===== config.mk =====
export PLATFORM = sky130hd
export DESIGN_NAME = lsh_ctrl
export DESIGN_NICKNAME = d
export VERILOG_FILES = /design/src/rtl/lsh_pkg.sv /design/src/rtl/lsh_ctrl.sv
export SDC_FILE = /design/constraint.sdc
export NUM_CORES = 1
export LEC_CHECK = 0
export BUFFER_PORTS_ARGS = -buffer_cell sky130_fd_sc_hd__buf_4
export CAP_MARGIN = 25
export CORE_UTILIZATION = 30
export CTS_CLUSTER_SIZE = 25
export DETAILED_ROUTE_END_ITERATION = 16
export HOLD_SLACK_MARGIN = 0.06
export PLACE_DENSITY = 0.53
export SYNTH_ARGS = -nofsm -noshare
export SYNTH_HDL_FRONTEND = slang
export SYNTH_SLANG_ARGS = --single-unit

===== constraint.sdc =====
create_clock -name clk -period 2.3 [get_ports clk]
set_clock_uncertainty 0.15 [all_clocks]
set_input_delay 0.46 -clock clk [delete_from_list [all_inputs] [get_ports clk]]
set_output_delay 0.46 -clock clk [all_outputs]
set_load 0.02 [all_outputs]

===== src/rtl/lsh_pkg.sv =====
// ----------------------------------------------------------------------------
// lsh_pkg: shared types and constants for the line-of-sight horizon scan
// Command/status bundles, register indexes, CORDIC and curvature constants.
// ----------------------------------------------------------------------------
`default_nettype none

package lsh_pkg;

	typedef enum logic [1:0] {
		REG_RADAR_ALT  = 2'd0,
		REG_RANGE_STEP = 2'd1,
		REG_MAX_RANGE  = 2'd2,
		REG_BEAM_ELEV  = 2'd3
	} cfg_reg_t;

	// controller -> datapath
	typedef struct packed {
		logic accept;
		logic square;
		logic load_div;
		logic init_beam;
		logic init_hor;
		logic init_atan;
		logic cordic_step;
		logic cap_beam;
		logic cap_hor;
		logic mul_hor;
		logic mul_beam;
		logic finish;
	} lsh_cmd_t;

	// datapath -> controller
	typedef struct packed {
		logic cordic_last;
		logic div_done;
		logic out_free;
	} lsh_status_t;

	localparam int CW       = 50;   // CORDIC x/y width
	localparam int ZW       = 28;   // CORDIC angle width
	localparam int DIV_BITS = 44;   // curvature dividend width

	localparam logic [19:0] DROP_DIVISOR = 20'd796375;
	localparam logic [43:0] DROP_BIAS    = 44'd398187;
	// floor(2^51 / divisor); dividend[43:12] * this >> 39 is at most one low
	localparam logic [31:0] DROP_RECIP   = 32'((64'd1 << 51) / 64'(DROP_DIVISOR));

	localparam logic signed [25:0] HALF_PI_Q24  = 26'sd26353589;
	localparam logic signed [26:0] HORIZON_NONE = -27'sd67108864;
	localparam logic signed [CW-1:0] CORDIC_GAIN_Q30 = 50'sd652032874;

	localparam logic [23:0] ATAN_TAB [32] = '{
		24'd13176795, 24'd7778716, 24'd4110060, 24'd2086331,
		24'd1047214,  24'd524117,  24'd262123,  24'd131069,
		24'd65536,    24'd32768,   24'd16384,   24'd8192,
		24'd4096,     24'd2048,    24'd1024,    24'd512,
		24'd256,      24'd128,     24'd64,      24'd32,
		24'd16,       24'd8,       24'd4,       24'd2,
		24'd1,        24'd0,       24'd0,       24'd0,
		24'd0,        24'd0,       24'd0,       24'd0
	};

	function automatic logic signed [31:0] sat32(input logic signed [32:0] v);
		logic signed [31:0] res;
		if (v > 33'sd2147483647)
			res = 32'sh7fffffff;
		else if (v < -33'sd2147483648)
			res = 32'sh80000000;
		else
			res = v[31:0];
		return res;
	endfunction

endpackage

`default_nettype wire


===== src/rtl/lsh_ctrl.sv =====
// ----------------------------------------------------------------------------
// lsh_ctrl: sequencer for one terrain sample
// Steps the datapath through square, divide, sines, atan2 and output.
// ----------------------------------------------------------------------------
`default_nettype none

module lsh_ctrl import lsh_pkg::*; (
	input  wire         clk,
	input  wire         arst_n,
	input  wire         in_valid,
	output logic        in_ready,
	input  lsh_status_t status,
	output lsh_cmd_t    cmd
);

	typedef enum logic [3:0] {
		ST_IDLE, ST_SQUARE, ST_LOAD, ST_SINB, ST_LOADH, ST_SINH,
		ST_WAITDIV, ST_LOADA, ST_ATAN, ST_MULH, ST_MULB, ST_FIN
	} state_t;

	state_t state_q;

	always_ff @(posedge clk or negedge arst_n) begin
		if (!arst_n) begin
			state_q <= ST_IDLE;
		end else begin
			unique case (state_q)
				ST_IDLE:    if (in_valid) state_q <= ST_SQUARE;
				ST_SQUARE:  state_q <= ST_LOAD;
				ST_LOAD:    state_q <= ST_SINB;
				ST_SINB:    if (status.cordic_last) state_q <= ST_LOADH;
				ST_LOADH:   state_q <= ST_SINH;
				ST_SINH:    if (status.cordic_last) state_q <= ST_WAITDIV;
				ST_WAITDIV: if (status.div_done) state_q <= ST_LOADA;
				ST_LOADA:   state_q <= ST_ATAN;
				ST_ATAN:    if (status.cordic_last) state_q <= ST_MULH;
				ST_MULH:    state_q <= ST_MULB;
				ST_MULB:    state_q <= ST_FIN;
				ST_FIN:     if (status.out_free) state_q <= ST_IDLE;
				default:    state_q <= ST_IDLE;
			endcase
		end
	end

	always_comb begin
		cmd             = '0;
		in_ready        = (state_q == ST_IDLE);
		cmd.accept      = (state_q == ST_IDLE) && in_valid;
		cmd.square      = (state_q == ST_SQUARE);
		cmd.load_div    = (state_q == ST_LOAD);
		cmd.init_beam   = (state_q == ST_LOAD);
		cmd.cordic_step = (state_q == ST_SINB) || (state_q == ST_SINH) ||
		                  (state_q == ST_ATAN);
		cmd.cap_beam    = (state_q == ST_LOADH);
		cmd.init_hor    = (state_q == ST_LOADH);
		cmd.cap_hor     = (state_q == ST_WAITDIV);
		cmd.init_atan   = (state_q == ST_LOADA);
		cmd.mul_hor     = (state_q == ST_MULH);
		cmd.mul_beam    = (state_q == ST_MULB);
		cmd.finish      = (state_q == ST_FIN) && status.out_free;
	end

endmodule

`default_nettype wire


==> reports/qor.yml, run 1 <==
netlist_instances: 51
gp_congestion: 0.734
fmax_mhz: 479
status: "finished, final reports clean"
finalCriticalPeriod_ns: 2.09
reg2reg_depth: 5
reg2reg_slack_ns: 0.62
yosys.area.top_type: "dfrtp_1"
ys_seq_area_share_pct: 25.6
ys.flop_type: "dfrtp_1"
drt_iter0_drc: 5
synth_top_area_share_pct: 25.6
start_util_pct: 33.8
ys_top_cells_by_area: "dfrtp_1 26%, nor2_1 8.7%, nand2b_1 8.0%"
rows: 12
setup_tns_ns: 0
grt_max_degree: 14
wire_per_inst_um: 11.3
port-buffer-count: 18
cts_tree: "built"
first_pass_iters: 2
slew_headroom_pct: 76.6
slew_violations: 0
grt.total_usage_pct: 15.8
drv_cap: 0
syn_to_final_growth_pct: 41.0
peakVddDrop_v: 0.000522
num_antenna_cells: 0
clk_latency_ns: 0.23
htreeDepth: 1
cp-start-kind: "register"
hpwlAfterDp_um: 732
synth_area_um2: 390
die_x_um: 38.1
clock_path_buffers: 2
drc_errors: 0
setup_ws_ns: 0.211
vias_per_cell: 4.94
die_y_um: 38.1
overflow: 0
worst_ep_required_time_ns: 1.69
crit_path_end_kind: "output pin"
async_reset_ff_share_pct: 100
numCtsBuffers: 3
setup_viol: 0
r2r_start: "state_q[2]"
syn_avg_cell_area_um2: 7.65
fp.coreArea_um2: 1160
synth_edf_count: 0
vias: 410
worst_r2r_endpoint: "state_q[0]"
syn_nets: 57
die_area_um2: 1450
totalWireLength_um: 942
ys.warnings.count: 0
hp-class: "primary input to async pin"
p_per_area_nw_per_um2: 1390
synth.ff_latch_count: 4
rsz0062_at_grt: "no"
place_ws_ns: 0.444
crit_arrival_ns: 1.48
synthTopCellsByCount: "9 x nor2_1, 5 x nand2b_1"
yosysMostFrequentCell: "nor2_1"
worstSetupPathType: "register to output pin"
cts-root-buf: "clkbuf_4"
antenna_found_initial: 0
grt_pass1_vias: 385
top_register: "state_q"
layout.nets: 77
period_share_pct: 90.8
num_io_pins: 19
tightest_slew_ns: 0.352
drive_gt1_share_pct: 40.6
hold_viol: 0
ant_nets: 0
clk_pin_slew_ns: 0.04
ys_types: 25
cts_sinks: 4
grt_pass1_wl_mm: 1.51
largest_register_ffs: 4
crit_fanout: 6
cts_setup_buffers: 0
p_leak_uw: 0.000266
largestRegisters: "state_q x4"
stage by stage:
step | cells | instance area [um2] | power, uW | utilization, % | hold WS, ns
2_1_floorplan | 51 | 390 | 541 | - | 0.0144
4_1_cts | 83 | 551 | 776 | 47.6 | 0.404
6_report | 83 | 551 | 765 | 47.6 | 0.413
5_1_grt | 83 | 551 | 833 | 47.6 | 0.424
3_3_place_gp | 79 | 518 | 693 | 44.8 | 0.109
3_5_place_dp | 79 | 518 | 687 | 44.8 | 0.109
report_power, final:
part / leakage, uW / internal, uW / switching [uW] / total [uW]
clock network: 0.0000138 / 58.2 / 25.6 / 83.8
registers: 0.0000493 / 103 / 66.7 / 170
logic: 0.000203 / 234 / 278 / 512
total: 0.000266 / 395 / 370 / 765
timing repair:
action | CTS | global route
hold buffers | 1 | 0
endpoints found under the setup margin | 0 | 0
gates resized for setup | 0 | 0
hold endpoints to repair | 4 | 0
worst max-delay path: stages (launching register included):
cell and delay [ns]:
dfrtp_1 0.40, nand2b_1 0.24, mux2_2 0.29, o32ai_1 0.13, buf_4 0.19
routing by layer:
metal	part of all wire (%)	vias to the layer above	wire length, um	global-route usage (%)
met3	3.7	0	35	4.07
met1	50	186	467	18.0
li1	-	215	-	-
met5	0	-	0	0
met4	0	0	0	13.4
met2	46	9	438	24.2
cell families after synthesis:
logic type	after synthesis	share of synthesized area, %
mux	1	2.88
flops	4	25.6
buf+inv	7	11.2
simple gates	28	40.1
compound gates	11	20.2
layout make-up:
type                            instances  area, um2
Clock buffer                            3       22.5
Fill cell                             135        606
Inverter                                1       3.75
Multi-Input combinational cell         40        246
Sequential cell                         4        100
Tap cell                               14       17.5
Timing Repair Buffer                   21        160
placed cells by master, fill, tap and decap left out, drive strengths merged:
master / synthesis / layout
or3: 1 / 1
buf: 6 / 20
dlygate4sd3: 0 / 1
nand2b: 5 / 5
clkbuf: 0 / 3
nor3b: 1 / 1
nor2b: 2 / 2
nor4: 1 / 1
and2: 1 / 1
mux2: 1 / 1
o32ai: 1 / 1
a21oi: 4 / 4
dfrtp: 4 / 4
o21ai: 1 / 1
or4bb: 1 / 1
nor2: 9 / 9
or4: 1 / 1
nor3: 4 / 4
a21o: 1 / 1
o22ai: 1 / 1
inv: 1 / 1
nand2: 1 / 1
o211ai: 1 / 1
and3: 1 / 1
a32o: 1 / 1
o21a: 1 / 1
worst max path at each step:
stage	startpoint	end	slack [ns]	cells past startpoint
5_1_grt	state_q[1]	cmd[5]	0.10	3
2_1_floorplan	state_q[1]	cmd[11]	0.04	3
3_3_place_gp	state_q[1]	cmd[5]	0.44	3
6_report	state_q[2]	cmd[5]	0.21	4
4_1_cts	state_q[2]	cmd[5]	0.20	4
3_5_place_dp	state_q[1]	cmd[5]	0.44	3
Power figures use the tool's default switching activity.
==> run 2: changes to the inputs <==
==> constraint.sdc (replaced) <==
create_clock -name clk -period 2.3 [get_ports clk]
set_clock_uncertainty 0.15 [all_clocks]
set_input_delay 0 -clock clk [delete_from_list [all_inputs] [get_ports clk]]
set_output_delay 0 -clock clk [all_outputs]
set_load 0.02 [all_outputs]
==> reports/qor.yml, run 2 (synthesis gave the netlist of run 1 again) <==
cts-resized-gates: 0  # unchanged
peakVddDrop_v: 0.000600  # +15%
grt.total_usage_pct: 14.0  # -1.8 points
worstSetupPathType: "register to output pin"
pwr-share-clk_pct: 11.4  # +0.5 points
crit_fanout: 14  # +8
num_io_pins: 19  # unchanged
grt_pass1_wl_mm: 1.37  # -9.6%
crit_arrival_ns: 1.66  # +0.18 ns
crit_path_end_kind: "output pin"
final.fill_count: 124  # -8.1%
worst_ep_required_time_ns: 2.15  # +0.46 ns
port-buffer-count: 18  # unchanged
numCtsBuffers: 3  # unchanged
top_register: "state_q"
die_y_um: 38.1  # unchanged
drive_gt1_share_pct: 37.1  # -3.4 points
die_x_um: 38.1  # unchanged
multi_input_area_um2: 246  # unchanged
largestRegisters: "state_q x4"
largest_register_ffs: 4  # unchanged
first_pass_iters: 4  # +2
hp-class: "primary input to register"
htreeDepth: 1  # unchanged
vias_per_cell: 4.89  # -0.95%
cts_sinks: 4  # unchanged
die_area_um2: 1450  # unchanged
p_leak_uw: 0.000268  # +0.78%
placed_cell_area_um2: 503  # -2.9%
clk_latency_ns: 0.23  # about the same
fp.coreArea_um2: 1160  # unchanged
drt_iter0_drc: 3  # -2
totalWireLength_um: 902  # -4.2%
grt_max_degree: 15  # +1
drc_errors: 0  # unchanged
overflow: 0  # unchanged
seq_power_share_pct: 27.1  # +4.9 points
cp-start-kind: "register"
layout_common_cells: "18 x buf_4, 9 x nor2_1, 5 x nand2b_1"
antenna_found_initial: 0  # unchanged
gp_congestion: 0.719  # -2.0%
final_common_cell: "buf_4"
grt_pass1_vias: 301  # -22%
cts_tree: "built"
ant_nets: 0  # unchanged
cts_setup_buffers: 0  # unchanged
num_antenna_cells: 0  # unchanged
fmax_mhz: 553  # +16%
p_comb_share_pct: 61.5  # -5.4 points
fin_area_um2: 566  # +2.7%
cts-root-buf: "clkbuf_4"
clock_path_buffers: 2  # unchanged
setup_viol: 0  # unchanged
layout.nets: 78  # +1.3%
slew_violations: 0  # unchanged
hpwlAfterDp_um: 644  # -12%
netSwitchingFraction_pct: 49.1  # +0.76 points
tightest_slew_ns: 0.388  # +0.0361 ns
hold_viol: 0  # unchanged
vias: 411  # +0.24%
rows: 12  # unchanged
drv_cap: 0  # unchanged
period_share_pct: 78.6  # -12 points
finalCriticalPeriod_ns: 1.81  # -0.281 ns
start_util_pct: 33.8  # unchanged
net-switching-power_uw: 368  # -0.57%
status: "finished, final reports clean"
wire_per_inst_um: 10.7  # -5.4%
setup_tns_ns: 0  # unchanged
rsz0062_at_grt: "no"
syn_to_final_growth_pct: 44.9
p_per_area_nw_per_um2: 1320  # -4.7%
slew_headroom_pct: 74.1  # -2.4 points
clk_pin_slew_ns: 0.03  # about the same
intPower_uw: 381  # -3.5%
seqCellArea_um2: 100  # unchanged
-- run 2: layer usage --
layer / global-route usage [%] / routed length [um]
met3: 6.40 / 55
met5: 0 / 0
met1: 19.6 / 464
met2: 16.9 / 382
met4: 8.04 / 0
-- run 2: cell type report --
cell class / instances / area share (%)
Multi-Input combinational cell: 40 / 43.6
Timing Repair Buffer: 22 / 31.0
Sequential cell: 4 / 17.7
Clock buffer: 3 / 3.98
Tap cell: 14 / 3.10
Inverter: 1 / 0.664
-- run 2: path summary, 6_finish.rpt --
check / endpoint / startpoint / cells after the start / slack, ns
worst max-delay path: cmd[5] / state_q[2] / 4 / 0.49
worst min-delay path: state_q[3] / status[0] / 3 / 0.06
worst max register to register: state_q[0] / state_q[1] / 4 / 0.63
worst min register to register: state_q[2] / state_q[3] / 1 / 0.55
max in group asynchronous: state_q[2] / arst_n / 3 / 1.31
min in group asynchronous: state_q[1] / arst_n / 3 / 0.52
-- run 2: repair_timing --
item                       4_1_cts  5_1_grt
setup endpoints to repair        0        0
hold buffers                     4        0
hold endpoints to repair         7        0
-- run 2: power groups by stage --
stage / Sequential, uW / Clock (uW) / Combinational [uW]
after floorplan: 123 / 0 / 419
after global placement: 201 / 0 / 469
after detailed placement: 199 / 0 / 461
after CTS: 199 / 92.2 / 467
after global routing: 213 / 94.4 / 507
final: 203 / 85.3 / 461
-- run 2: critical path, cell delays in order (launching register included) --
cell      delay [ns]
dfrtp_1         0.50
nand2b_1        0.31
mux2_2          0.31
o32ai_1         0.12
buf_4           0.19
-- run 2: per-stage QoR --
step           hold slack, ns  setup slack, ns  utilization [%]  total power (uW)  instances
6_report               0.0647            0.492             48.9               749         84
5_1_grt                 0.104            0.404             48.9               814         84
4_1_cts                0.0602            0.475             48.9               758         84
3_5_place_dp           -0.352            0.647             43.5               661         77
3_3_place_gp           -0.352            0.632             43.5               670         77
2_1_floorplan          -0.446            0.496                -               541         51
